[src/rtl/ucs_pkg.sv]
// Shared types, codes and helpers for the UTF-8 character substitution block.
package ucs_pkg;

    typedef enum logic [2:0] {
        OP_NOP,
        OP_LOOK,
        OP_EOT,
        OP_WRITE,
        OP_CLEAR
    } op_t;

    localparam logic [1:0] CMD_TEXT  = 2'd0;
    localparam logic [1:0] CMD_EOT   = 2'd1;
    localparam logic [1:0] CMD_WRITE = 2'd2;
    localparam logic [1:0] CMD_CLEAR = 2'd3;

    localparam logic [2:0] ST_INSERTED = 3'd0;
    localparam logic [2:0] ST_OVERWROTE = 3'd1;
    localparam logic [2:0] ST_FULL      = 3'd2;
    localparam logic [2:0] ST_CLEARED   = 3'd3;
    localparam logic [2:0] ST_DONE      = 3'd4;

    // Token that walks the row of table cells.
    typedef struct packed {
        op_t         op;
        logic [31:0] key;
        logic [2:0]  klen;
        logic [63:0] rep;
        logic [3:0]  rlen;
        logic        hit;
        logic [2:0]  wstat;
    } token_t;

    function automatic logic [2:0] lead_length(input logic [7:0] b);
        logic [2:0] len;
        len = 3'd1;
        if (b >= 8'hC0 && b <= 8'hDF) len = 3'd2;
        if (b >= 8'hE0 && b <= 8'hEF) len = 3'd3;
        if (b >= 8'hF0 && b <= 8'hF7) len = 3'd4;
        return len;
    endfunction

endpackage

[src/rtl/ucs_gather.sv]
// Front end: gathers UTF-8 bytes into characters and forms table tokens.
module ucs_gather
    import ucs_pkg::*;
#(
    parameter int MAX_OUT_BYTES = 8
) (
    input  logic         aclk,
    input  logic         aresetn,
    input  logic         accept,
    input  logic [1:0]   command,
    input  logic [7:0]   text_byte,
    input  logic [31:0]  key_code,
    input  logic [2:0]   key_length,
    input  logic [63:0]  replacement,
    input  logic [3:0]   replacement_length,
    output token_t       tok
);
    localparam logic [3:0] MaxOut = 4'(MAX_OUT_BYTES);

    logic [31:0] buf_reg, buf_next;
    logic [2:0]  held_reg, held_next;
    logic [2:0]  need_reg, need_next;

    logic [31:0] cbuf;
    logic [2:0]  chel, cneed, kl;

    always_comb begin
        buf_next  = buf_reg;
        held_next = held_reg;
        need_next = need_reg;
        tok       = '0;
        tok.op    = OP_NOP;
        tok.wstat = ST_FULL;
        cbuf  = buf_reg;
        chel  = held_reg;
        cneed = need_reg;
        kl    = key_length;
        if (accept) begin
            unique case (command)
                CMD_TEXT: begin
                    if (held_reg == 3'd0) begin
                        cneed = lead_length(text_byte);
                        cbuf  = {24'd0, text_byte};
                    end else begin
                        cbuf = buf_reg | ({24'd0, text_byte} << {held_reg[1:0], 3'd0});
                    end
                    chel = held_reg + 3'd1;
                    if (chel >= cneed) begin
                        tok.op    = OP_LOOK;
                        tok.key   = cbuf;
                        tok.klen  = cneed;
                        buf_next  = '0;
                        held_next = '0;
                        need_next = '0;
                    end else begin
                        buf_next  = cbuf;
                        held_next = chel;
                        need_next = cneed;
                    end
                end
                CMD_EOT: begin
                    tok.op    = OP_EOT;
                    tok.key   = buf_reg;
                    tok.klen  = held_reg;
                    buf_next  = '0;
                    held_next = '0;
                    need_next = '0;
                end
                CMD_WRITE: begin
                    if (kl == 3'd0) kl = 3'd1;
                    if (kl > 3'd4)  kl = 3'd4;
                    tok.op   = OP_WRITE;
                    tok.klen = kl;
                    tok.key  = (kl == 3'd4) ? key_code
                             : key_code & ((32'd1 << {kl[1:0], 3'd0}) - 32'd1);
                    tok.rep  = replacement;
                    tok.rlen = (replacement_length > MaxOut) ? MaxOut : replacement_length;
                end
                CMD_CLEAR: tok.op = OP_CLEAR;
                default: tok.op = OP_NOP;
            endcase
        end
    end

    always_ff @(posedge aclk) begin
        if (!aresetn) begin
            buf_reg  <= '0;
            held_reg <= '0;
            need_reg <= '0;
        end else begin
            buf_reg  <= buf_next;
            held_reg <= held_next;
            need_reg <= need_next;
        end
    end

endmodule

[config.mk]
export PLATFORM = sky130hd
export DESIGN_NAME = ucs_gather
export DESIGN_NICKNAME = d
export VERILOG_FILES = /design/src/rtl/ucs_pkg.sv /design/src/rtl/ucs_gather.sv
export SDC_FILE = /design/constraint.sdc
export NUM_CORES = 1
export LEC_CHECK = 0
export ABC_AREA = 1
export BUFFER_PORTS_ARGS = -buffer_cell sky130_fd_sc_hd__buf_2
export CORE_UTILIZATION = 48
export DETAILED_ROUTE_END_ITERATION = 12
export PLACE_DENSITY = 0.91
export SYNTH_ARGS = -nofsm -noshare
export SYNTH_HDL_FRONTEND = slang
export SYNTH_SLANG_ARGS = --single-unit
[constraint.sdc]
create_clock -name aclk -period 8.25 [get_ports aclk]
set_input_delay 1.65 -clock aclk [delete_from_list [all_inputs] [get_ports aclk]]
set_output_delay 1.65 -clock aclk [all_outputs]
set_load 0.02 [all_outputs]
[Yosys cells after proc, flatten, opt, wreduce, memory -nomap -nowiden]
Index checks and enable logic that the tools add are counted.
Widths: inputs -> output; s select.
Word-level totals
  bits in registers: 38
  bits of input ports: 116
  output and inout bits: 110
  word-level logic and storage cells: 56
Operators by class
  add/sub/neg operators: 2
  magnitude comparators: 9
  equality and inequality tests: 4
  shifts and indexed selects: 2
  muxes and demuxes: 26
  bitwise logic cells: 2
  reduce and logical (&&, ||, !) cells: 8
Operators by type and width (count)
  $mux 106: 1
  $pmux 35 s3: 1
  $mux 32: 3
  $mux 68: 1
  $pmux 32 s2: 1
  $mux 3: 13
  $mux 36: 1
  $and 32x32->32: 1
  $or 32x32->32: 1
  $shl 1x5->32 const A: 1
  $shl 8x5->32: 1
  $sub 32x1->32 const B: 1
  $ge 8x8->1 const B: 3
  $le 8x8->1 const B: 3
  $pmux 3 s2: 2
  $pmux 3 s4: 1
  $logic_not 3->1: 2
  $eq 2x2->1 const B: 2
  $gt 4x4->1 const B: 1
  $mux 4: 1
  $add 3x1->3 const B: 1
  $eq 3x3->1 const B: 1
  $ge 3x3->1: 1
  $gt 3x3->1 const B: 1
  other kinds (6): 8

[Longest topological paths before layout]
  depth in word-level cells: 14
  gate-level depth with buffers: 18
  mapped depth without buffers: 14

[Worst setup path before layout]
No wires, ideal clock.
  path kind: input -> output
  start point: input port text_byte[5]
  end point: output port tok[91] (netlist name)
  arrival time: 3199 ps
  setup slack: 3401 ps
  stages on the path: 13
  cells stage by stage: nand2_1 > nor2_1 > nand2_1 > nand2_1 > nand2_1 > ha_1 > nand3_1 > nand3_1 > nand2_1 > inv_2 > buf_2 > nand2_1 > a21oi_1
RTL lines
  start, declared: RTL line ucs_gather.sv:11  | input logic [7:0] text_byte,
  end, declared: RTL line ucs_gather.sv:16  | output token_t tok

==> impl_results.md <==
- Status: complete, no violations
- Area of the die: 8031 sq um
- Cells along the critical path: inv_2 > ha_1 > inv_1 > nor2_4 > nor2_1 > inv_1 > nand2_1 > ha_1 > nand3_1 > nand3_1 > nand2_1 > inv_2 > nand2_1 > a21oi_1 > buf_2
- R2R Setup Slk: 4.32 ns
- Die width: 89.62 um
- Mapped cell area: 3685 sq um
- Vias/cell: 5.203
- WP data required: 6.60 ns
- Crit path from: held_reg[0]
- Post-DRT Antenna Nets: 0
- Avg Inst Size Synth: 5.500 sq um
- Setup TNS: 0 ns
- Port-buffer cells: 221
- Part of the cycle the worst path needs: 0.6963
- Cell mode on critical path: nand2_1
- MaxCap Viol Count: 0
- Hpwl dp: 10800 um
- Layout cell share with drive strength beyond 1: 0.3132
- Synth Instances: 670
- Top post-synthesis cells by area: dfxtp_1 21%, nand2_1 14%, a21oi_1 13%, nor2_1 12%, inv_1 12%
- Yosys top cell area share: 0.2065
- # setup viols final: 0
- GRT Total Usage: 0.3446
- ANT cells: 0
- DP Worst Slack: 2.891 ns
- Final setup margin: 2.505 ns
- Max VDD drop: 0.00005430 V
- Initial antenna violation count: 1
- First-pass GRT wire length: 20620 um
- Initial core utilization: 0.5026
- WHS Endpoint: buf_reg[31]
- Count leader, synth: nand2_1
- PwrDens: 100.0 nW/um^2
- Largest net degree at the start of global routing: 69
- Final Hold Viols: 0
- Total gr overflow: 0
- Achievable Freq: 174.1 MHz
- Num ports: 226
- Slew @ Worst Pin: 1.056 ns
- Core area: 7331 sq um
- Clock Tree Root: clkbuf_8
- Hold path depth: 2
- FF+latch count, synth: 38
- Biggest area consumer among synthesized cells: dfxtp_1
- Setup Buffers After CTS: 0
- Leading cell types by count after synthesis: 134 x nand2_1, 119 x nor2_1, 118 x inv_1, 97 x a21oi_1, 38 x dfxtp_1
- Clock skew: 0.003318 ns
- Async set-reset flop share out of synthesis: 0
- CTS H-tree depth: 2
- First-pass detailed-route iteration total: 5
- WL final: 14320 um
- Pins Over Slew Limit: 0
- R2R Path Start: held_reg[0]
- P_leak: 2.611 nW
- Post-cts resize count: 0
- Worst skew pair latency: 0.29 ns
- Tmin final: 5.745 ns
- Number of flops mapped to enable cells by yosys: 0
- Ys Warns: 0
- Post-synthesis sequential area ratio: 0.2065
- Crit path DAT: 4.09 ns
- Worst setup SP type: register
- CP max stage delay: 0.67 ns
- Longest Clk Path Bufs: 2
- Setup CP Type: reg2out
- Worst reg-to-reg path cell count: 14
- Drt initial violations: 630
- DR vias: 4984
- Post-CTS Hold Buffers: 0
- CTS tree: yes
- Worst hold start: buf_reg[31]
- # clock sinks: 38
- Number of flip-flops in the largest register: 32
- Unique cell type count in the Yosys netlist: 28
- Reg-to-reg endpoint: buf_reg[26]
- Vias in the first global route: 4108
- Slowest CP cell: nor2_4
- Std-Cell Rows: 31
- Layout area overhead: 30.97%
- Post-route DRC: 0
- RSZ-0062 raised after global routing: no
- Relative slew margins: 0.2959
- Layout Nets: 985
- RD Place Congestion: 0.9432
- Die Span Y: 89.62 um
- Worst-path maximum fanout: 37
- CP endpoint kind: output port
- Wire per inst: 14.95 um
- Hold Path Class: reg2reg
- Primary FF master, synth: dfxtp_1
- Number of CTS-inserted buffers: 5
- Clk slew on worst S/H paths: 0.08 ns
worst max-delay path, delay by kind of cell, from the launching register on:
kind	cells	cell delay [ns]
AND/OR/NAND/NOR	7	1.27
buffers and inverters	5	1.22
flip-flops	1	0.57
adder cells (fa/ha/maj)	2	0.56
AO/OA/AOI/OAI	1	0.17
cell usage in the layout, fill, tap and decap left out:
master / count
nand3_1: 36
dfxtp_1: 38
o21ai_0: 11
inv_2: 6
nand2_1: 133
a31oi_1: 8
conb_1: 4
clkbuf_8: 8
a21boi_0: 1
a22oi_1: 1
or2_1: 1
ha_1: 11
nor2_1: 119
a21oi_4: 1
inv_1: 118
a21oi_1: 97
nor2_4: 1
a21oi_2: 15
nor2_2: 1
buf_2: 221
xor2_1: 1
nand2_2: 11
a22o_1: 8
o22ai_1: 3
buf_4: 5
area by class of cell:
type / count / area (sq um)
tap: 99 / 123.9
sequential: 38 / 760.7
multi-input combinational: 463 / 2222
fill: 706 / 2505
timing repair buffer: 226 / 1144
inverter: 124 / 465.4
clock buffer: 8 / 110.1
report_power, final:
part	switching (mW)	internal, mW	total (mW)
Clock	0.0692	0.0845	0.154
Sequential	0.00114	0.184	0.185
Combinational	0.0959	0.0481	0.144
Total	0.166	0.316	0.483
cell families (layout without fill, tap and decap cells):
kind of cell	after synthesis	count (layout)	share of synthesized area
adders and majority gates	11	11	0.03735
DFF	38	38	0.2065
xor gates and xnor gates	1	1	0.002377
buffers and inverters	171	358	0.1932
AOI/OAI and AO/OA	145	145	0.2285
other	2	4	0.002038
and+or+nand+nor	302	302	0.3301
per-stage QoR:
stage          cell area [sq um]  instances  utilization  hold WS, ns  total power, mW
2_1_floorplan               3692        672            -       0.4445           0.2715
3_3_place_gp                4716        950       0.6433       0.4524           0.3298
3_5_place_dp                4716        950       0.6433       0.4596           0.3301
4_1_cts                     4826        958       0.6583       0.4715           0.4785
5_1_grt                     4826        958       0.6583       0.4915           0.5019
6_report                    4826        958       0.6583       0.4697           0.4828
layer usage:
layer  GRT usage  wire (um)  share of wire  vias to the layer above
li1            -          -              -                     2424
met5           0         13        0.00091                        -
met1      0.4134       5339           0.37                     2147
met4      0.1602        746          0.052                        2
met3      0.1161       1885           0.13                       69
met2      0.5558       6337           0.44                      342
how the worst max path moves through the flow:
stage | end | slack [ns] | cells past startpoint
after detailed placement | tok[85] | 2.89 | 14
after global placement | tok[75] | 2.94 | 14
after floorplan | tok[91] | 3.40 | 13
after CTS | tok[85] | 2.65 | 15
after global routing | tok[92] | 2.23 | 15
final | tok[85] | 2.51 | 15
(Power assumes the default switching activity.)
