[config.mk]
export PLATFORM = sky130hd
export DESIGN_NAME = ucs_cell
export DESIGN_NICKNAME = d
export VERILOG_FILES = /design/src/rtl/ucs_pkg.sv /design/src/rtl/ucs_cell.sv
export SDC_FILE = /design/constraint.sdc
export NUM_CORES = 1
export LEC_CHECK = 0
export BUFFER_PORTS_ARGS = -buffer_cell sky130_fd_sc_hd__clkbuf_2
export CORE_AREA = 2 2 144 146
export CTS_CLUSTER_DIAMETER = 150
export DETAILED_ROUTE_END_ITERATION = 8
export DIE_AREA = 0 0 146 148
export REMOVE_ABC_BUFFERS = 1
export SYNTH_ARGS = -nofsm -noshare
export SYNTH_HDL_FRONTEND = slang
export SYNTH_SLANG_ARGS = --single-unit
[constraint.sdc]
create_clock -name aclk -period 17.2 [get_ports aclk]
set_input_delay 2.58 -clock aclk [delete_from_list [all_inputs] [get_ports aclk]]
set_output_delay 2.58 -clock aclk [all_outputs]
set_load 0.01 [all_outputs]
[src/rtl/ucs_pkg.sv]
// Shared types, codes and helpers for the UTF-8 character substitution block.
package ucs_pkg;

    typedef enum logic [2:0] {
        OP_NOP,
        OP_LOOK,
        OP_EOT,
        OP_WRITE,
        OP_CLEAR
    } op_t;

    localparam logic [1:0] CMD_TEXT  = 2'd0;
    localparam logic [1:0] CMD_EOT   = 2'd1;
    localparam logic [1:0] CMD_WRITE = 2'd2;
    localparam logic [1:0] CMD_CLEAR = 2'd3;

    localparam logic [2:0] ST_INSERTED = 3'd0;
    localparam logic [2:0] ST_OVERWROTE = 3'd1;
    localparam logic [2:0] ST_FULL      = 3'd2;
    localparam logic [2:0] ST_CLEARED   = 3'd3;
    localparam logic [2:0] ST_DONE      = 3'd4;

    // Token that walks the row of table cells.
    typedef struct packed {
        op_t         op;
        logic [31:0] key;
        logic [2:0]  klen;
        logic [63:0] rep;
        logic [3:0]  rlen;
        logic        hit;
        logic [2:0]  wstat;
    } token_t;

    function automatic logic [2:0] lead_length(input logic [7:0] b);
        logic [2:0] len;
        len = 3'd1;
        if (b >= 8'hC0 && b <= 8'hDF) len = 3'd2;
        if (b >= 8'hE0 && b <= 8'hEF) len = 3'd3;
        if (b >= 8'hF0 && b <= 8'hF7) len = 3'd4;
        return len;
    endfunction

endpackage

[src/rtl/ucs_cell.sv]
// One table slot: matches, inserts or clears as each token passes by.
module ucs_cell
    import ucs_pkg::*;
(
    input  logic   aclk,
    input  logic   aresetn,
    input  logic   adv,
    input  token_t tok_in,
    output token_t tok_out
);
    logic        v_reg;
    logic [31:0] k_reg;
    logic [2:0]  kl_reg;
    logic [63:0] r_reg;
    logic [3:0]  rl_reg;
    token_t      tok_reg, tok_next;
    logic        match;

    assign match   = v_reg && kl_reg == tok_in.klen && k_reg == tok_in.key;
    assign tok_out = tok_reg;

    always_comb begin
        tok_next = tok_in;
        if (tok_in.op == OP_LOOK && match) begin
            tok_next.hit  = 1'b1;
            tok_next.rep  = r_reg;
            tok_next.rlen = rl_reg;
        end
        // Valid slots always form a prefix, so a key never sits past the first free slot.
        if (tok_in.op == OP_WRITE && !tok_in.hit && (match || !v_reg)) begin
            tok_next.hit   = 1'b1;
            tok_next.wstat = match ? ST_OVERWROTE : ST_INSERTED;
        end
    end

    always_ff @(posedge aclk) begin
        if (!aresetn) begin
            v_reg      <= 1'b0;
            tok_reg.op <= OP_NOP;
        end else if (adv) begin
            tok_reg <= tok_next;
            if (tok_in.op == OP_CLEAR) v_reg <= 1'b0;
            if (tok_in.op == OP_WRITE && !tok_in.hit && (match || !v_reg)) begin
                v_reg  <= 1'b1;
                k_reg  <= tok_in.key;
                kl_reg <= tok_in.klen;
                r_reg  <= tok_in.rep;
                rl_reg <= tok_in.rlen;
            end
        end
    end

endmodule

Word-level counts from Yosys, hierarchy flattened
Index checks and enable logic that the tools add are counted.
{ "totals": {"register_bits": 214, "output_inout_bits": 110, "elab_cells": 35} }
{ "classes": {"eq_ne": 5, "mux": 5, "n_reduce_logical": 13} }
{ "op_table": {"columns": ["op", "count"], "rows": [
  ["$mux 69", 1],
  ["$eq 32x32->1", 1],
  ["$logic_and 1x1->1", 5],
  ["$reduce_and 2->1", 2],
  ["$eq 3x1->1 const B", 1],
  ["$eq 3x2->1 const B", 1],
  ["$eq 3x3->1", 1],
  ["$eq 3x3->1 const B", 1],
  ["$mux 1", 3],
  ["$mux 3", 1],
  ["$reduce_and 3->1", 1],
  ["$logic_not 1->1", 2],
  ["$reduce_bool 2->1", 1],
  ["$reduce_or 2->1", 1],
  ["$logic_or 1x1->1", 1]
]} }

Longest topological paths before layout
{ "logic_depth": {"depth_word": 7, "ltp_mapped": 7} }

Worst setup path before layout
OpenSTA, ideal clock, no wires.
{ "synth_path": {"path_type": "input to register", "from": "input adv", "to": "register k_reg[0], enable pin", "path_slack_ns": 8.654, "setup_ns": 0.474, "t_arrival_ns": 8.072, "t_required_ns": 16.726, "stages": 3, "cell_sequence": "clkbuf_1 and2_1 and3_1"} }
{ "synth_via": {"elab_chain_cells": 1} }
{ "synth_rtl": {"columns": ["element", "line", "source"], "rows": [
  ["start, declared", "ucs_cell.sv:7", "input logic adv,"],
  ["$reduce_and 3->1 (no line)", null, null],
  ["end signal, assigned", "ucs_cell.sv:45", "k_reg <= tok_in.key;"],
  ["end, declared", "ucs_cell.sv:12", "logic [31:0] k_reg;"]
]} }
No other way between the ends.
A chain may end at the register's enable or synchronous reset.

Final worst setup path
{ "layout_path": {"from": "input tok_in[98] (netlist name)", "to": "register r_reg[56], enable pin"} }
{ "layout_via": {"elab_chain_cells": 5} }
{ "layout_rtl": {"columns": ["element", "line", "source"], "rows": [
  ["start, declared", "ucs_cell.sv:8", "input token_t tok_in,"],
  ["$eq 32x32->1", "ucs_cell.sv:19", "assign match = v_reg && kl_reg == tok_in.klen && k_reg == tok_in.key;"],
  ["$logic_and 1x1->1", "ucs_cell.sv:19", null],
  ["$logic_or 1x1->1", "ucs_cell.sv:43", "if (tok_in.op == OP_WRITE && !tok_in.hit && (match || !v_reg)) begin"],
  ["$logic_and 1x1->1", "ucs_cell.sv:43", null],
  ["$reduce_and 3->1 (no line)", null, null],
  ["end signal, assigned", "ucs_cell.sv:47", "r_reg <= tok_in.rep;"],
  ["end, declared", "ucs_cell.sv:14", "logic [63:0] r_reg;"]
]} }
No other way between the ends.

==> metrics.log <==
[metrics] result of the run: complete, no violations
[metrics] Post-CTS Setup Inserts: 0
[metrics] global router's overall resource usage: between 10 and 15%
[metrics] cells traversed along the worst timing path: clkbuf_2, xnor2_1, nand4_1, nor3_1, a31o_2, and3_4, buf_4
[metrics] crit path launch: tok_in[98]
[metrics] Setup Crit Path Kind: in -> reg
[metrics] endpoint of the worst hold-timing path: tok_out[109]
[metrics] CTS Root Cell: sky130_fd_sc_hd__clkbuf_16
[metrics] Hold Path Depth: 2
[metrics] Slew Viols, Final: 0
[metrics] register clock-pin slew on the reported worst setup and hold paths: 0.06 ns
[metrics] required time of the worst setup path: 17.31 ns
[metrics] wire length of the first global-routing pass: 24.4 mm
[metrics] Pint: 876 uW
[metrics] post-synthesis sequential area ratio: 81.3%
[metrics] most common cell after layout, fill and taps aside: sky130_fd_sc_hd__clkbuf_2
[metrics] total of buffers placed on input and output ports: 222
[metrics] YS warnings: 0
[metrics] fraction of final layout cells sized beyond drive strength 1: 52.7%
[metrics] Post-DRT Antenna Nets: 0
[metrics] maximum fanout count along the critical path: 87
[metrics] row cnt: between 50 and 60
[metrics] fraction of power consumed by sequential logic: 54.3%
[metrics] cell area after synthesis: 7850 sq um
[metrics] clock tree from TritonCTS: done
[metrics] Worst-Skew Late Latency: 0.50 ns
[metrics] MaxCap Viol Count: 0
[metrics] Ant. Diodes: 0
[metrics] unrepaired setup endpoints after global routing: false
[metrics] Yosys cell types: 30
[metrics] total vias in the final route: 4193
[metrics] # setup viols final: 0
[metrics] final hold violation count: 0
[metrics] I/O pin count: between 200 and 250
[metrics] flip-flop count of the largest register after layout: 110
[metrics] clock net sink count: about 210
[metrics] main area contributors after synthesis: sky130_fd_sc_hd__edfxtp_1, sky130_fd_sc_hd__mux2_2, sky130_fd_sc_hd__xnor2_1
[metrics] total power divided by cell area: roughly 110 nW/um^2
[metrics] reg2reg setup slack: approximately 14 ns
[metrics] height of the chip: 148 um
[metrics] summed negative setup slack over all endpoints: 0 ns
[metrics] slew at the pin with the worst max-slew slack: 1.17 ns
[metrics] die width: about 150 um
[metrics] number of global-route vias before repair: between 4000 and 5000
[metrics] DRC errors left: 0
[metrics] maximum clock skew at final layout: between 0.009 and 0.01 ns
[metrics] floorplan die area: 21600 sq um
[metrics] number of hold-repair buffers added at the cts stage: 0
[metrics] Cells after Synth: between 300 and 400
[metrics] Filler Cells Inserted: 1715
[metrics] Switching Fraction: 20.7%
[metrics] Max-Slew Margin vs Limit: 22.3%
[metrics] arrival time worst endpoint: 5.20 ns
[metrics] number of levels the H-tree was split into: 1
[metrics] commonest non-fill, non-tap cells in the layout: sky130_fd_sc_hd__clkbuf_2, sky130_fd_sc_hd__edfxtp_1, sky130_fd_sc_hd__mux2_2
[metrics] Switch Pwr: 229 uW
[metrics] antenna violations before repair: 0
[metrics] Floorplan Core Area: ~20000 sq um
[metrics] worst reg2reg path startpoint: k_reg[9]
[metrics] library cell with the largest summed area after synthesis: sky130_fd_sc_hd__edfxtp_1
[metrics] Avg Vias per Cell: 4.71
[metrics] worst ir drop on vdd: 0.0000647 V
[metrics] depth of the most critical reg-to-reg path: 6
[metrics] final worst-path setup slack: 12.11 ns
[metrics] Post-Place Worst Slack: approximately 12 ns
[metrics] number of clock buffers inserted by TritonCTS: 23
[metrics] routed wire length per instance: 17.5 um
[metrics] pin count of the biggest net entering global routing: 88
[metrics] critical path startpoint category: input port
[metrics] Post-CTS Resized: 0
[metrics] slowest library cell on the worst path: sky130_fd_sc_hd__buf_4
[metrics] GRT Residual Overflow: 0
[metrics] maximum clock rate: 196 MHz
[metrics] clock network fraction of total power: 39.6%
[metrics] effective utilization at floorplan: 39.2%
[metrics] Hold Crit Start: tok_out[109]
[metrics] fin crit period: 5.09 ns
[metrics] Mapped Avg Cell Area: 21.6 sq um
[metrics] Synth-to-Final Area Change: 26.8%
[metrics] standby leakage power: about 0.0038 uW
[metrics] Yosys top cell area share: 80.3%
[metrics] Design Area, Final: 9950 sq um
[metrics] Final nets: between 700 and 800
[metrics] kind of end point of the critical path: flip-flop
[metrics] Worst path max stage delay: 0.93 ns
[metrics] Detailed Place HPWL: 10.4 mm
[metrics] Final Routed Wirelength: 15.6 mm
[metrics] combinational cell fraction of total power: 6.1%
[metrics] worst flop-to-flop path endpoint: r_reg[56]
[metrics] last weighted congestion value of the routability-driven placer: 0.803
[metrics] total of flip-flops plus latches after synthesis: approximately 210
[metrics] Initial DRT Pass Iterations: 4
[metrics] violation count after the first detailed-routing iteration: 207
[metrics] Max Buffers Root-to-Sink: 3
[metrics] share of the cycle needed by the critical path after routing: ~30%
[metrics] Hold/Removal Path Class: reg -> reg
[metrics] cell area after placement: a little over 9000 sq um
==> logic make-up (layout without fill, tap and decap cells) <==
kind of cell,after synthesis,after routing,share of synthesized area (%)
multiplexers,71,71,11.1
XOR/XNOR,35,35,3.90
buffers and inverters,9,266,0.669
AND/OR/NAND/NOR,25,25,2.17
AO/OA/AOI/OAI,9,9,0.845
flip-flops,214,214,81.3
==> critical path, delay by kind of cell <==
family                    cells  cell delay (ns)
buffers and inverters         2             1.04
and+or+nand+nor               3             1.04
AOI/OAI and AO/OA             1             0.27
xor gates and xnor gates      1             0.19
==> worst max path at each step <==
| stage | to | slack, ns | depth (start not counted) |
|---|---|---|---|
| 2_1_floorplan | k_reg[0] | 8.94 | 2 |
| 3_3_place_gp | r_reg[63] | 11.73 | 7 |
| 3_5_place_dp | r_reg[23] | 11.60 | 7 |
| 4_1_cts | r_reg[53] | 12.11 | 7 |
| 5_1_grt | r_reg[23] | 11.92 | 7 |
| 6_report | r_reg[56] | 12.11 | 7 |
==> synthesized netlist by cell type <==
library cell               number
sky130_fd_sc_hd__nor2_1         3
sky130_fd_sc_hd__buf_4          1
sky130_fd_sc_hd__dfxtp_1        4
sky130_fd_sc_hd__nor3_1         1
sky130_fd_sc_hd__mux2i_1        3
sky130_fd_sc_hd__clkbuf_1       4
sky130_fd_sc_hd__nand2b_1       1
sky130_fd_sc_hd__nand2_1        1
sky130_fd_sc_hd__mux2_4        20
sky130_fd_sc_hd__o21a_1         1
sky130_fd_sc_hd__nor3b_1        1
sky130_fd_sc_hd__and3_1         2
sky130_fd_sc_hd__nor2b_1        3
sky130_fd_sc_hd__a21boi_0       2
sky130_fd_sc_hd__nand4_1        9
sky130_fd_sc_hd__mux2_2        48
sky130_fd_sc_hd__buf_1          1
sky130_fd_sc_hd__o21bai_1       1
sky130_fd_sc_hd__inv_1          1
sky130_fd_sc_hd__a31o_2         1
sky130_fd_sc_hd__buf_6          2
sky130_fd_sc_hd__nand4b_1       1
sky130_fd_sc_hd__nor4_4         1
sky130_fd_sc_hd__nand4_2        1
sky130_fd_sc_hd__a21oi_1        2
sky130_fd_sc_hd__edfxtp_1     210
sky130_fd_sc_hd__and2_1         1
sky130_fd_sc_hd__a22o_1         1
sky130_fd_sc_hd__a32oi_1        1
sky130_fd_sc_hd__xnor2_1       35
==> layer usage <==
metal	part of all wire, %	up-vias	global-route usage, %
met4	1.5	0	3.54
met5	0	-	0
met3	7.6	25	3.86
li1	-	1917	-
met1	43	2071	18.7
met2	48	180	23.7
==> stage by stage <==
stage | hold slack [ns] | util [%] | power [uW] | instances
finish | 0.521 | 49.7 | 1110 | 890
global route | 0.556 | 49.7 | 1150 | 890
CTS | 0.525 | 49.7 | 1120 | 890
detailed placement | 0.506 | 46.4 | 680 | 850
global placement | 0.497 | 46.4 | 678 | 850
floorplan | 0.525 | - | 640 | 355
==> power groups by stage <==
| stage | clock [uW] | combinational (uW) | sequential [uW] |
|---|---|---|---|
| 6_report | 438 | 67.7 | 600 |
| 5_1_grt | 473 | 73.9 | 602 |
| 4_1_cts | 454 | 69.1 | 601 |
| 3_5_place_dp | 0 | 68.7 | 611 |
| 3_3_place_gp | 0 | 67.2 | 611 |
| 2_1_floorplan | 0 | 18.7 | 621 |
==> area by class of cell <==
type	count	area (sq um)	share of cell area (%)
Clock buffer	32	619	6.22
Clock inverter	8	42.5	0.427
Inverter	1	3.75	0.0377
Multi-Input combinational cell	140	1430	14.4
Sequential cell	214	6390	64.2
Tap cell	270	338	3.39
Timing Repair Buffer	225	1130	11.4
No activity file was read; power rests on OpenSTA's default activity.
