### src/rtl/ucs_pkg.sv
// Shared types, codes and helpers for the UTF-8 character substitution block.
package ucs_pkg;

    typedef enum logic [2:0] {
        OP_NOP,
        OP_LOOK,
        OP_EOT,
        OP_WRITE,
        OP_CLEAR
    } op_t;

    localparam logic [1:0] CMD_TEXT  = 2'd0;
    localparam logic [1:0] CMD_EOT   = 2'd1;
    localparam logic [1:0] CMD_WRITE = 2'd2;
    localparam logic [1:0] CMD_CLEAR = 2'd3;

    localparam logic [2:0] ST_INSERTED = 3'd0;
    localparam logic [2:0] ST_OVERWROTE = 3'd1;
    localparam logic [2:0] ST_FULL      = 3'd2;
    localparam logic [2:0] ST_CLEARED   = 3'd3;
    localparam logic [2:0] ST_DONE      = 3'd4;

    // Token that walks the row of table cells.
    typedef struct packed {
        op_t         op;
        logic [31:0] key;
        logic [2:0]  klen;
        logic [63:0] rep;
        logic [3:0]  rlen;
        logic        hit;
        logic [2:0]  wstat;
    } token_t;

    function automatic logic [2:0] lead_length(input logic [7:0] b);
        logic [2:0] len;
        len = 3'd1;
        if (b >= 8'hC0 && b <= 8'hDF) len = 3'd2;
        if (b >= 8'hE0 && b <= 8'hEF) len = 3'd3;
        if (b >= 8'hF0 && b <= 8'hF7) len = 3'd4;
        return len;
    endfunction

endpackage

### src/rtl/ucs_emit.sv
// Tail: expands each token into output words and keeps the sticky warning.
module ucs_emit
    import ucs_pkg::*;
(
    input  logic       aclk,
    input  logic       aresetn,
    input  token_t     tail,
    output logic       load,
    output logic       o_valid,
    input  logic       o_ready,
    output logic       o_kind,
    output logic [7:0] o_byte,
    output logic       o_last,
    output logic [2:0] o_status,
    output logic       o_unm
);
    token_t     e_reg;
    logic       ev_reg;
    logic [3:0] n_reg, n_next;
    logic [3:0] idx_reg;
    logic       warn_reg;
    logic       unm_reg;
    logic       take;

    assign o_valid = ev_reg;
    assign o_last  = idx_reg == n_reg - 4'd1;
    assign take    = o_valid && o_ready;
    assign load    = !ev_reg || (take && o_last);

    always_comb begin
        unique case (tail.op)
            OP_LOOK:  n_next = tail.hit ? tail.rlen : {1'b0, tail.klen};
            OP_EOT:   n_next = {1'b0, tail.klen} + 4'd1;
            OP_WRITE, OP_CLEAR: n_next = 4'd1;
            default:  n_next = 4'd0;
        endcase
    end

    always_comb begin
        o_kind   = 1'b0;
        o_status = 3'd0;
        o_unm    = 1'b0;
        o_byte   = '0;
        unique case (e_reg.op)
            OP_LOOK: o_byte = e_reg.hit ? e_reg.rep[{idx_reg[2:0], 3'd0} +: 8]
                                        : e_reg.key[{idx_reg[1:0], 3'd0} +: 8];
            OP_EOT: begin
                if (o_last) begin
                    o_kind   = 1'b1;
                    o_status = ST_DONE;
                    o_unm    = unm_reg;
                end else begin
                    o_byte = e_reg.key[{idx_reg[1:0], 3'd0} +: 8];
                end
            end
            OP_WRITE: begin
                o_kind   = 1'b1;
                o_status = e_reg.wstat;
            end
            OP_CLEAR: begin
                o_kind   = 1'b1;
                o_status = ST_CLEARED;
            end
            default: o_byte = '0;
        endcase
    end

    always_ff @(posedge aclk) begin
        if (!aresetn) begin
            ev_reg   <= 1'b0;
            warn_reg <= 1'b0;
            idx_reg  <= '0;
            n_reg    <= '0;
            e_reg.op <= OP_NOP;
        end else if (load) begin
            ev_reg  <= n_next != 4'd0;
            e_reg   <= tail;
            n_reg   <= n_next;
            idx_reg <= '0;
            if (tail.op == OP_LOOK && !tail.hit && tail.klen > 3'd1) warn_reg <= 1'b1;
            if (tail.op == OP_EOT) begin
                unm_reg  <= warn_reg || tail.klen != 3'd0;
                warn_reg <= 1'b0;
            end
        end else if (take) begin
            idx_reg <= idx_reg + 4'd1;
        end
    end

endmodule

### config.mk
export PLATFORM = sky130hd
export DESIGN_NAME = ucs_emit
export DESIGN_NICKNAME = d
export VERILOG_FILES = /design/src/rtl/ucs_pkg.sv /design/src/rtl/ucs_emit.sv
export SDC_FILE = /design/constraint.sdc
export NUM_CORES = 1
export LEC_CHECK = 0
export ABC_AREA = 1
export BUFFER_PORTS_ARGS = -buffer_cell sky130_fd_sc_hd__buf_2
export CAP_MARGIN = 5
export CORE_MARGIN = 3
export CORE_UTILIZATION = 57
export DETAILED_ROUTE_END_ITERATION = 10
export PLACE_DENSITY = 0.87
export SLEW_MARGIN = 20
export SYNTH_ARGS = -nofsm -noshare
export SYNTH_HDL_FRONTEND = slang
export SYNTH_SLANG_ARGS = --single-unit
### constraint.sdc
create_clock -name aclk -period 10.1 [get_ports aclk]
set_clock_uncertainty 0.2 [all_clocks]
set_input_delay 2.02 -clock aclk [delete_from_list [all_inputs] [get_ports aclk]]
set_output_delay 2.02 -clock aclk [all_outputs]
set_load 0.01 [all_outputs]
* After elaboration in Yosys (flattened, before gate mapping) *
Index checks and enable logic that the tools add are counted.

operators by class
  $add $sub $neg = 3
  magnitude comparators = 1
  eq/ne operators = 9
  shift-type cells = 2
  mux-type cells = 13
  bitwise operators = 1
  reduce and logical (&&, ||, !) cells = 17

operators with widths
  kind                                                           count
  variable part select 64 x 7 -> 8 bit                           1
  variable part select 32 x 6 -> 8 bit                           1
  two-way mux 8 bit                                              2
  one-hot mux 8 bit (2 select lines)                             1
  == test 3 x 2 -> 1 bit, second input constant                  4
  one-hot mux 4 bit (3 select lines)                             1
  one-hot mux 3 bit (3 select lines)                             1
  == test 3 x 1 -> 1 bit, second input constant                  2
  == test 3 bit, second input constant                           2
  OR reduction 2 bit                                             3
  two-way mux 1 bit                                              5
  adder 3 x 1 -> 4 bit, second input constant                    1
  adder 4 x 1 -> 4 bit, second input constant                    1
  == test 4 bit                                                  1
  logical AND 1 bit                                              4
  two-way mux 4 bit                                              1
  AND reduction 2 bit                                            2
  nonzero test 4 bit                                             1
  subtractor 4 x 1 -> 4 bit, second input constant               1
  greater-than comparator 3 x 1 -> 1 bit, second input constant  1
  two-way mux 3 bit                                              1
  AND reduction 3 bit                                            1
  nonzero test 3 bit                                             1
  logical NOT 1 bit                                              2
  4 further kinds                                                5

word-level totals
  register bits = 114
  input port bits = 113
  output and inout port bits = 16
  word-level logic and storage cells = 56

* Logic depth before layout (Yosys ltp) *
Gate-level depths: netlist (run 1).

  depth after elaboration = 5
  depth in mapped cells = 13
  mapped depth without buffers = 12

* Worst setup path before layout (run 1) *
No wires, ideal clock.

  path kind = input-to-reg
  start point = input aresetn
  end point = register e_reg[0] (netlist bit) (enable)
  library setup time = 454 ps
  arrival time = 4221 ps
  required time = 9446 ps
  setup slack = 5226 ps
  stages = 3
  path buffers = 1
  cell sequence = buf_2 nand2_1 inv_1

on the way
  longest elaborated chain between the ends = 1

RTL lines
  what                                  RTL line        source
  start: declaration                    ucs_emit.sv:6   input logic aresetn,
  AND reduction 2 bit (no source line)  -
  end signal: assignment                ucs_emit.sv:77  e_reg <= tail;
  end: declaration                      ucs_emit.sv:17  token_t e_reg;

Every way passes these cells.
A chain may end at the register's enable or synchronous reset.

* Worst setup path after layout (run 1) *
  start point = input o_ready
  end point = output load

on the way
  longest elaborated chain between the ends = 3

RTL lines
  what                RTL line        source
  start: declaration  ucs_emit.sv:10  input logic o_ready,
  logical AND 1 bit   ucs_emit.sv:27  assign take = o_valid && o_ready;
  logical AND 1 bit   ucs_emit.sv:28  assign load = !ev_reg || (take && o_last);
  logical OR 1 bit    ucs_emit.sv:28
  end: declaration    ucs_emit.sv:8   output logic load,

Every way passes these cells.

==> results of run 1 <==
-- area by class of cell --
class                           instances  area, um^2  share of cell area (%)
Sequential cell                       114        3294                   53.43
Multi-Input combinational cell        287        1363                   22.10
Timing Repair Buffer                  130       655.6                   10.63
Clock buffer                           18       417.9                   6.778
Clock inverter                         14       152.6                   2.476
Inverter                               39       151.4                   2.455
Tap cell                              105       131.4                   2.131
-- power by group through the flow --
stage	clock [mW]	combinational, mW	sequential (mW)
after floorplan	0	0.0503	0.569
after global placement	0	0.0869	0.569
after detailed placement	0	0.0904	0.571
after CTS	0.574	0.0914	0.561
after global routing	0.602	0.102	0.564
final	0.572	0.0915	0.561
-- cell families after synthesis --
family	count (synthesis)	synth area share, %
xor gates and xnor gates	2	0.3555
DFF	114	66.82
buffers and inverters	59	5.534
adders and majority gates	4	1.016
and+or+nand+nor	175	14.55
AOI/OAI and AO/OA	106	11.73
-- layer usage --
metal	global-route usage [%]	wire, um
met1	29.23	4572
met2	41.27	6043
met3	7.643	671
met4	6.723	123
met5	0	7
-- stage by stage --
| step | hold slack [ns] | setup WS [ns] | power [mW] |
|---|---|---|---|
| after floorplan | 0.2376 | 5.226 | 0.6192 |
| after CTS | 0.2866 | 5.299 | 1.227 |
| after detailed placement | 0.2747 | 5.309 | 0.6611 |
| final | 0.2919 | 5.287 | 1.224 |
| after global placement | 0.2603 | 5.319 | 0.6561 |
| after global routing | 0.3061 | 5.154 | 1.268 |
-- final timing paths --
check | slack (ns) | cells past startpoint | end | start
hold reg to reg | 0.29 | 2 | warn_reg | warn_reg
setup reg to reg | 7.01 | 8 | e_reg[3] | idx_reg[2]
hold / removal | 0.29 | 2 | warn_reg | warn_reg
setup / recovery | 5.29 | 4 | load | o_ready
-- cells in the final DEF (no fill, tap or decap), types with 5 or more instances in the layout --
cell	n
buf_2	128
edfxtp_1	101
nand2_1	81
o21ai_0	63
nor2_1	61
inv_1	37
nand3_1	20
a21oi_1	17
clkbuf_16	16
dfxtp_1	12
o211ai_1	8
o21ai_1	7
inv_6	6
nor3_1	5
o22ai_1	5
-- worst register-to-register path, stage by stage (launching register included) --
cell     delay [ns]
dfxtp_1        0.59
inv_1          0.34
nand3_1        0.18
nand2_1        0.08
nor2_2         0.12
nand3_2        0.11
nand2_2        0.19
nand2_1        0.18
inv_6          0.62
==> results.cfg, run 1 <==
[clock_network]
clk_pin_slew_ns = 0.06
htreeDepth = 4
clk_latency_ns = 0.51
hold_buffers = 0
cts_sinks = 114
cts_made_buffers = 17
cts_tree = yes
cts_root_buf = clkbuf_8
clk_path_buf_depth = 2
cts_setup_buffers = 0
cts_resized = 0

[power]
pwr-share-seq_pct = 45.8
p_sw_share_pct = 23.34
clock_power_share_pct = 46.7
p_leak_nw = 2.573
ir_drop_uv = 172.5
power.switching_mw = 0.2857
combPwrFrac_pct = 7.5
p_per_area_nw_per_um2 = 198.5
p_int_mw = 0.9382

[sta]
relSlewSlack_pct = 39.58
setup_viol = 0
fin_crit_sh_pct = 47.65
tightestPinTransition_ns = 0.9063
hold_violations = 0
period_needed_ns = 4.813
slew_violations = 0
final.setup.tns_ns = 0
grt_setup_unrepaired = no
fmax_mhz = 207.8

[detailed_routing]
drtIter0Drc = 252
firstDrtPassIters = 5
drc = 0
wl_per_cell_um = 16.15
final_antenna_net_count = 0
vias = 3852
viasPerCell = 5.448
wl_um = 11420

[logic_synthesis]
yosysUniqueCellTypes = 28
ys.flop_type = edfxtp_1
ys_ff_latch = 114
synth-seq-area-share_pct = 66.82
synth_area_leaders = edfxtp_1 62%, o21ai_0 6.4%, nand2_1 6.2%
synth_edf_count = 101
syn_inst = 460
synthTopCellsByCount = 101 x edfxtp_1, 81 x nand2_1, 63 x o21ai_0
yosys.cell_count.top_type = edfxtp_1
avgSynthCellArea_um2 = 10.71
synth_fp_nets = 577
synth-async-reset-ratio_pct = 0
synth_top_area_share_pct = 61.54
syn_area_um2 = 4928
yosys_warnings = 0
yosysTopAreaCell = edfxtp_1

[floorplanning]
rows = 33
fp.dieW_um = 98.99
core_um2 = 8299
boundaryPins = 129
dieArea_um2 = 9798
die_h_um = 98.99
start_util_pct = 59.38

[critical_path]
cp_top_family = simple AND/OR/NAND/NOR gates
cp-start-kind = input pin
cp_num_buf_inv = 2
cp_slowest_cell = nand2_2
cp_common_cell = buf_2
cp-end-kind = output pin
cp_slowest_stage_delay_ns = 0.19
required_ns = 7.88
arrival_ns = 2.59
path_cells = buf_2, nand3_2, nand2_2, buf_2
critPathKind = in2out
cp_max_fo = 11

[place]
placed_cells = 675
dp_hpwl_um = 7565
placed_area_um2 = 5593
place_congestion = 0.8692
portBuffers = 128

[final_layout]
fin_util_pct = 74.30
antenna_cells = 0
design_area_um2 = 6166
syn_to_final_growth_pct = 25.11
drive_gt1_share_pct = 27.91
n_fill_cell = 562
final_nets = 706
fin_cells = 707
largest_register_ffs = 103

[grt]
overflow = 0
first_global_vias = 3794
antenna_found_initial = 1
grt_max_degree = 101
grt_util_all_layers_pct = 24.01
grt_pass1_wl_um = 18130

[hold_path]
min_path_type = reg2reg

[job]
max_cap_violations = 0

[status]
run_status = finished, final reports clean
(Power assumes the default switching activity.)
==> inputs of run 2 (changes only) <==
--- a/config.mk
+++ b/config.mk
@@ -5,13 +5,13 @@
 export SDC_FILE = /design/constraint.sdc
 export NUM_CORES = 1
 export LEC_CHECK = 0
-export ABC_AREA = 1
+export ABC_AREA = 0
 export BUFFER_PORTS_ARGS = -buffer_cell sky130_fd_sc_hd__buf_2
 export CAP_MARGIN = 5
 export CORE_MARGIN = 3
-export CORE_UTILIZATION = 57
+export CORE_UTILIZATION = 47
 export DETAILED_ROUTE_END_ITERATION = 10
-export PLACE_DENSITY = 0.87
+export PLACE_DENSITY = 0.78
 export SLEW_MARGIN = 20
 export SYNTH_ARGS = -nofsm -noshare
 export SYNTH_HDL_FRONTEND = slang
==> constraint.sdc (replaced) <==
create_clock -name aclk -period 4.4 [get_ports aclk]
set_clock_uncertainty 0.2 [all_clocks]
set_input_delay 0.88 -clock aclk [delete_from_list [all_inputs] [get_ports aclk]]
set_output_delay 0.88 -clock aclk [all_outputs]
set_load 0.01 [all_outputs]
==> results.cfg, run 2 <==
[grt]
grt_max_degree = 57
first_global_vias = 2937
antenna_found_initial = 1
grt_pass1_wl_um = 14870
overflow = 0
grt_util_all_layers_pct = 17.80

[clock_network]
clk_path_buf_depth = 2
cts_sinks = 114
htreeDepth = 4
cts_root_buf = clkbuf_8
cts_setup_buffers = 0
hold_buffers = 0
clk_pin_slew_ns = 0.06
clk_latency_ns = 0.51
cts_made_buffers = 17
cts_resized = 0
cts_tree = yes

[detailed_routing]
final_antenna_net_count = 0
viasPerCell = 5.238
wl_per_cell_um = 17.25
drc = 0
firstDrtPassIters = 4
drtIter0Drc = 177
wl_um = 9662
vias = 2933

[critical_path]
cp-start-kind = flop
required_ns = 3.32
cp_max_fo = 8
arrival_ns = 2.62
critPathKind = reg2out
cp-end-kind = output pin

[final_layout]
final_nets = 532
largest_register_ffs = 103
n_fill_cell = 711
syn_to_final_growth_pct = 27.89
drive_gt1_share_pct = 45.90
fin_cells = 560
fin_util_pct = 61.98
final_cell_mix = 128 x buf_2, 101 x edfxtp_1, 22 x mux4_2, 16 x clkbuf_16, 14 x inv_1
design_area_um2 = 6058
final_common_cell = buf_2
antenna_cells = 0

[sta]
grt_setup_unrepaired = no
hold_violations = 0
fin_crit_sh_pct = 84.09
period_needed_ns = 3.700
final.setup.tns_ns = 0
fmax_mhz = 270.3
setup_viol = 0
relSlewSlack_pct = 60.16
tightestPinTransition_ns = 0.5976
slew_violations = 0

[logic_synthesis]
synth_area_leaders = edfxtp_1 64%, mux4_2 10%, dfxtp_1 5.5%
yosys_warnings = 0
synth_fp_nets = 391
yosysUniqueCellTypes = 53
syn_area_um2 = 4737
synth_top_area_share_pct = 64.03
yosys.cell_count.top_type = edfxtp_1
synthTopCellsByCount = 101 x edfxtp_1, 22 x mux4_2, 14 x inv_1
synth-seq-area-share_pct = 69.52
ys.flop_type = edfxtp_1
synth-async-reset-ratio_pct = 0
ys_ff_latch = 114
yosysTopAreaCell = edfxtp_1
synth_edf_count = 101
avgSynthCellArea_um2 = 17.29
syn_inst = 274

[power]
pwr-share-seq_pct = 47.7
p_int_mw = 2.114
p_leak_nw = 2.341
power.switching_mw = 0.5970
combPwrFrac_pct = 8.6
ir_drop_uv = 352.9
p_per_area_nw_per_um2 = 447.5
p_sw_share_pct = 22.02
clock_power_share_pct = 43.6

[hold_path]
min_path_type = reg2reg

[place]
placed_cells = 529
portBuffers = 128
place_congestion = 0.8113
placed_area_um2 = 5542
dp_hpwl_um = 6879

[floorplanning]
fp.dieW_um = 106.4
rows = 36
start_util_pct = 48.46
die_h_um = 106.4
core_um2 = 9774
boundaryPins = 129
dieArea_um2 = 11320

[status]
run_status = finished, final reports clean

[job]
max_cap_violations = 0
-- run 2: changes by cell type after synthesis, moves of 7 or more --
cell,before,now
mux4_2,0,22
o211ai_1,8,1
nand3_1,20,7
inv_1,38,14
mux2i_1,0,9
nand2_1,81,10
o21ai_0,63,5
a21oi_1,17,6
nor2_1,61,8
-- run 2: through the flow --
stage / hold slack [ns] / total power, mW / worst slack (ns)
2_1_floorplan: 0.2645 / 1.445 / 1.055
3_3_place_gp: 0.2944 / 1.540 / 1.271
3_5_place_dp: 0.3027 / 1.552 / 1.211
4_1_cts: 0.3089 / 2.734 / 0.6427
5_1_grt: 0.3174 / 2.818 / 0.4132
6_report: 0.3049 / 2.711 / 0.7003
-- run 2: worst paths after layout --
kind	slack, ns	start	depth (start not counted)	end
hold reg to reg	0.30	e_reg[108]	2	e_reg[108]
hold / removal	0.30	e_reg[108]	2	e_reg[108]
setup reg to reg	1.41	n_reg[0]	8	e_reg[27]
setup / recovery	0.70	n_reg[0]	8	o_byte[7]
-- run 2: cells by family (layout without fill, tap and decap cells) --
| group | count (synthesis) | count (layout) | synth area share (%) |
|---|---|---|---|
| compound gates | 39 | 39 | 5.837 |
| xor+xnor | 6 | 6 | 1.717 |
| fa+ha+maj | 4 | 4 | 1.057 |
| buf+inv | 25 | 178 | 2.298 |
| flops | 114 | 114 | 69.52 |
| mux | 34 | 34 | 13.07 |
| simple gates | 52 | 52 | 6.498 |
-- run 2: power groups by stage --
stage | Clock (mW) | Sequential, mW | Combinational (mW)
floorplan | 0 | 1.30 | 0.140
global placement | 0 | 1.31 | 0.229
detailed placement | 0 | 1.32 | 0.235
CTS | 1.20 | 1.29 | 0.236
global route | 1.26 | 1.30 | 0.257
finish | 1.18 | 1.29 | 0.234
-- run 2: critical path, cell delays in order (launching register included) --
cell and delay, ns:
dfxtp_1 0.38, inv_1 0.08, ha_1 0.30, xor2_1 0.16, nand3_2 0.15, nor2_2 0.27
o31a_1 0.41, o22ai_1 0.18, buf_2 0.17
-- run 2: final cells by class --
| class | instances | area [um^2] | share of cell area (%) |
|---|---|---|---|
| multi-input combinational | 135 | 1338 | 22.08 |
| inverter | 14 | 52.55 | 0.8674 |
| clock inverter | 11 | 91.34 | 1.508 |
| clock buffer | 20 | 425.4 | 7.022 |
| sequential | 114 | 3294 | 54.38 |
| timing repair buffer | 133 | 690.7 | 11.40 |
| tap | 133 | 166.4 | 2.747 |
-- run 2: metal layers --
metal	track usage [%]	part of all wire [%]	vias up	wire length, um
met5	0	0.18	-	17
li1	-	-	1382	-
met1	23.73	43	1426	4123
met4	6.846	1.1	2	102
met3	5.647	7.1	10	687
met2	27.47	49	113	4731
==> inputs of run 3 (changes only) <==
--- a/config.mk
+++ b/config.mk
@@ -5,13 +5,13 @@
 export SDC_FILE = /design/constraint.sdc
 export NUM_CORES = 1
 export LEC_CHECK = 0
-export ABC_AREA = 0
+export ABC_AREA = 1
 export BUFFER_PORTS_ARGS = -buffer_cell sky130_fd_sc_hd__buf_2
 export CAP_MARGIN = 5
 export CORE_MARGIN = 3
-export CORE_UTILIZATION = 47
+export CORE_UTILIZATION = 48
 export DETAILED_ROUTE_END_ITERATION = 10
-export PLACE_DENSITY = 0.78
+export PLACE_DENSITY = 0.79
 export SLEW_MARGIN = 20
 export SYNTH_ARGS = -nofsm -noshare
 export SYNTH_HDL_FRONTEND = slang
==> constraint.sdc (replaced) <==
create_clock -name aclk -period 3.2 [get_ports aclk]
set_clock_uncertainty 0.2 [all_clocks]
set_input_delay 0.64 -clock aclk [delete_from_list [all_inputs] [get_ports aclk]]
set_output_delay 0.64 -clock aclk [all_outputs]
set_load 0.01 [all_outputs]
==> results.cfg, run 3 (synthesis results as in run 1) <==
[status]
run_status = finished, final reports clean

[detailed_routing]
dr.max_layer_used = met4
final_antenna_net_count = 0
drc = 0
wl_um = 11890
viasPerCell = 5.209
vias = 3860
met1Wirelength_um = 4645
drtIter0Drc = 306
met2_length_um = 6070
firstDrtPassIters = 5
wl_per_cell_um = 16.05
wl_met3_um = 831

[sta]
relSlewSlack_pct = 65.56
period_needed_ns = 3.093
grt_setup_unrepaired = no
tightestPinTransition_ns = 0.5167
setup_viol = 0
hold_violations = 0
final.setup.tns_ns = 0
slew_violations = 0
fin_crit_sh_pct = 96.67
fmax_mhz = 323.3

[clock_network]
cts_root_buf = clkbuf_8
htreeDepth = 4
clk_latency_ns = 0.52
clk_pin_slew_ns = 0.05
cts_setup_buffers = 0
cts_made_buffers = 17
cts_tree = yes
cts_sinks = 114
clk_path_buf_depth = 2
hold_buffers = 0

[critical_path]
critPathKind = reg2out
required_ns = 2.36
arrival_ns = 2.25
cp_common_cell = nand2_1
cp_slowest_stage_delay_ns = 0.34
cp_slowest_cell = dfxtp_2
cp_max_fo = 5
cp_num_buf_inv = 3
path_cells = inv_2, ha_2, inv_1, nand2_1, nand3_1, nand2_1, nor2_2, nand2_1, nand2_2, o21ai_0, buf_2
cp_top_family = simple AND/OR/NAND/NOR gates
cp-end-kind = output pin
cp-start-kind = flop

[floorplanning]
dieArea_um2 = 11520
die_h_um = 107.3
core_um2 = 9864
start_util_pct = 49.96
fp.dieW_um = 107.3
rows = 36
boundaryPins = 129

[grt]
antenna_found_initial = 0
grt_pass1_wl_um = 18820
grt_max_degree = 60
overflow = 0
grt_util_all_layers_pct = 21.58
first_global_vias = 3964

[final_layout]
drive_gt1_share_pct = 29.11
final_nets = 712
final_cell_mix = 128 x buf_2, 101 x edfxtp_1, 79 x nand2_1, 63 x o21ai_0, 61 x nor2_1
final_common_cell = buf_2
largest_register_ffs = 103
antenna_cells = 0
syn_to_final_growth_pct = 27.32

[power]
p_per_area_nw_per_um2 = 616.7
p_leak_nw = 2.611
ir_drop_uv = 458.3
total_power_mw = 3.869

[place]
place_congestion = 0.8122
dp_hpwl_um = 8272
portBuffers = 128

[hold_path]
min_path_type = in2reg

[job]
max_cap_violations = 0
==> run 3: what timing repair did <==
| action | 4_1_cts | 5_1_grt |
|---|---|---|
| pin swaps | 0 | 1 |
| gates resized for setup | 1 | 7 |
| endpoints found under the setup margin | 1 | 10 |
| endpoints found under the hold margin | 0 | 0 |
==> run 3: metal layers <==
metal,vias up,global-route usage (%)
met1,1789,24.72
met2,172,36.42
li1,1871,-
met3,28,6.899
met4,0,10.82
met5,-,0
==> run 3: final cells by class <==
class / count / area, um^2
well taps: 133 / 166.4
multi-input cells: 287 / 1375
repair buffers: 136 / 716.9
fillers: 776 / 3590
clock inverters: 12 / 140.1
clock buffers: 20 / 425.4
inverters: 39 / 152.6
flip-flops and latches: 114 / 3298
==> run 3: worst paths after layout <==
path	startpoint	end	slack (ns)	cells past startpoint
min reg2reg	warn_reg	warn_reg	0.29	2
max	n_reg[0]	o_byte[5]	0.11	11
min	tail[43]	e_reg[43]	0.09	1
max reg2reg	n_reg[0]	e_reg[67]	0.52	12
==> run 3: report_power, final <==
group	total (mW)	internal (mW)	switching (mW)
registers	1.77	1.74	0.0352
clock network	1.79	1.17	0.622
logic	0.302	0.115	0.187
total	3.87	3.03	0.844
==> run 3: worst reg2reg max path, cell delays in order, from the launching register on <==
cell	delay (ns)
dfxtp_2	0.36
inv_2	0.06
ha_2	0.20
inv_1	0.08
nand2_1	0.07
nand3_1	0.10
nand2_1	0.10
nor2_2	0.14
nand3_2	0.11
nand2_2	0.19
nand2_2	0.12
clkinvlp_4	0.11
buf_4	0.44
==> run 3: metrics by stage <==
| step | area, um^2 | setup WS [ns] | cells | utilization, % | hold slack [ns] |
|---|---|---|---|---|---|
| final | 6275 | 0.1066 | 741 | 63.61 | 0.09164 |
| after global routing | 6275 | 0.002804 | 741 | 63.61 | 0.07235 |
| after CTS | 6257 | 0.01007 | 741 | 63.43 | 0.07862 |
| after floorplan | 4936 | 0.02420 | 460 | - | 0.2376 |
| after detailed placement | 5690 | 0.4966 | 709 | 57.69 | 0.2832 |
| after global placement | 5690 | 0.5740 | 709 | 57.69 | 0.2521 |
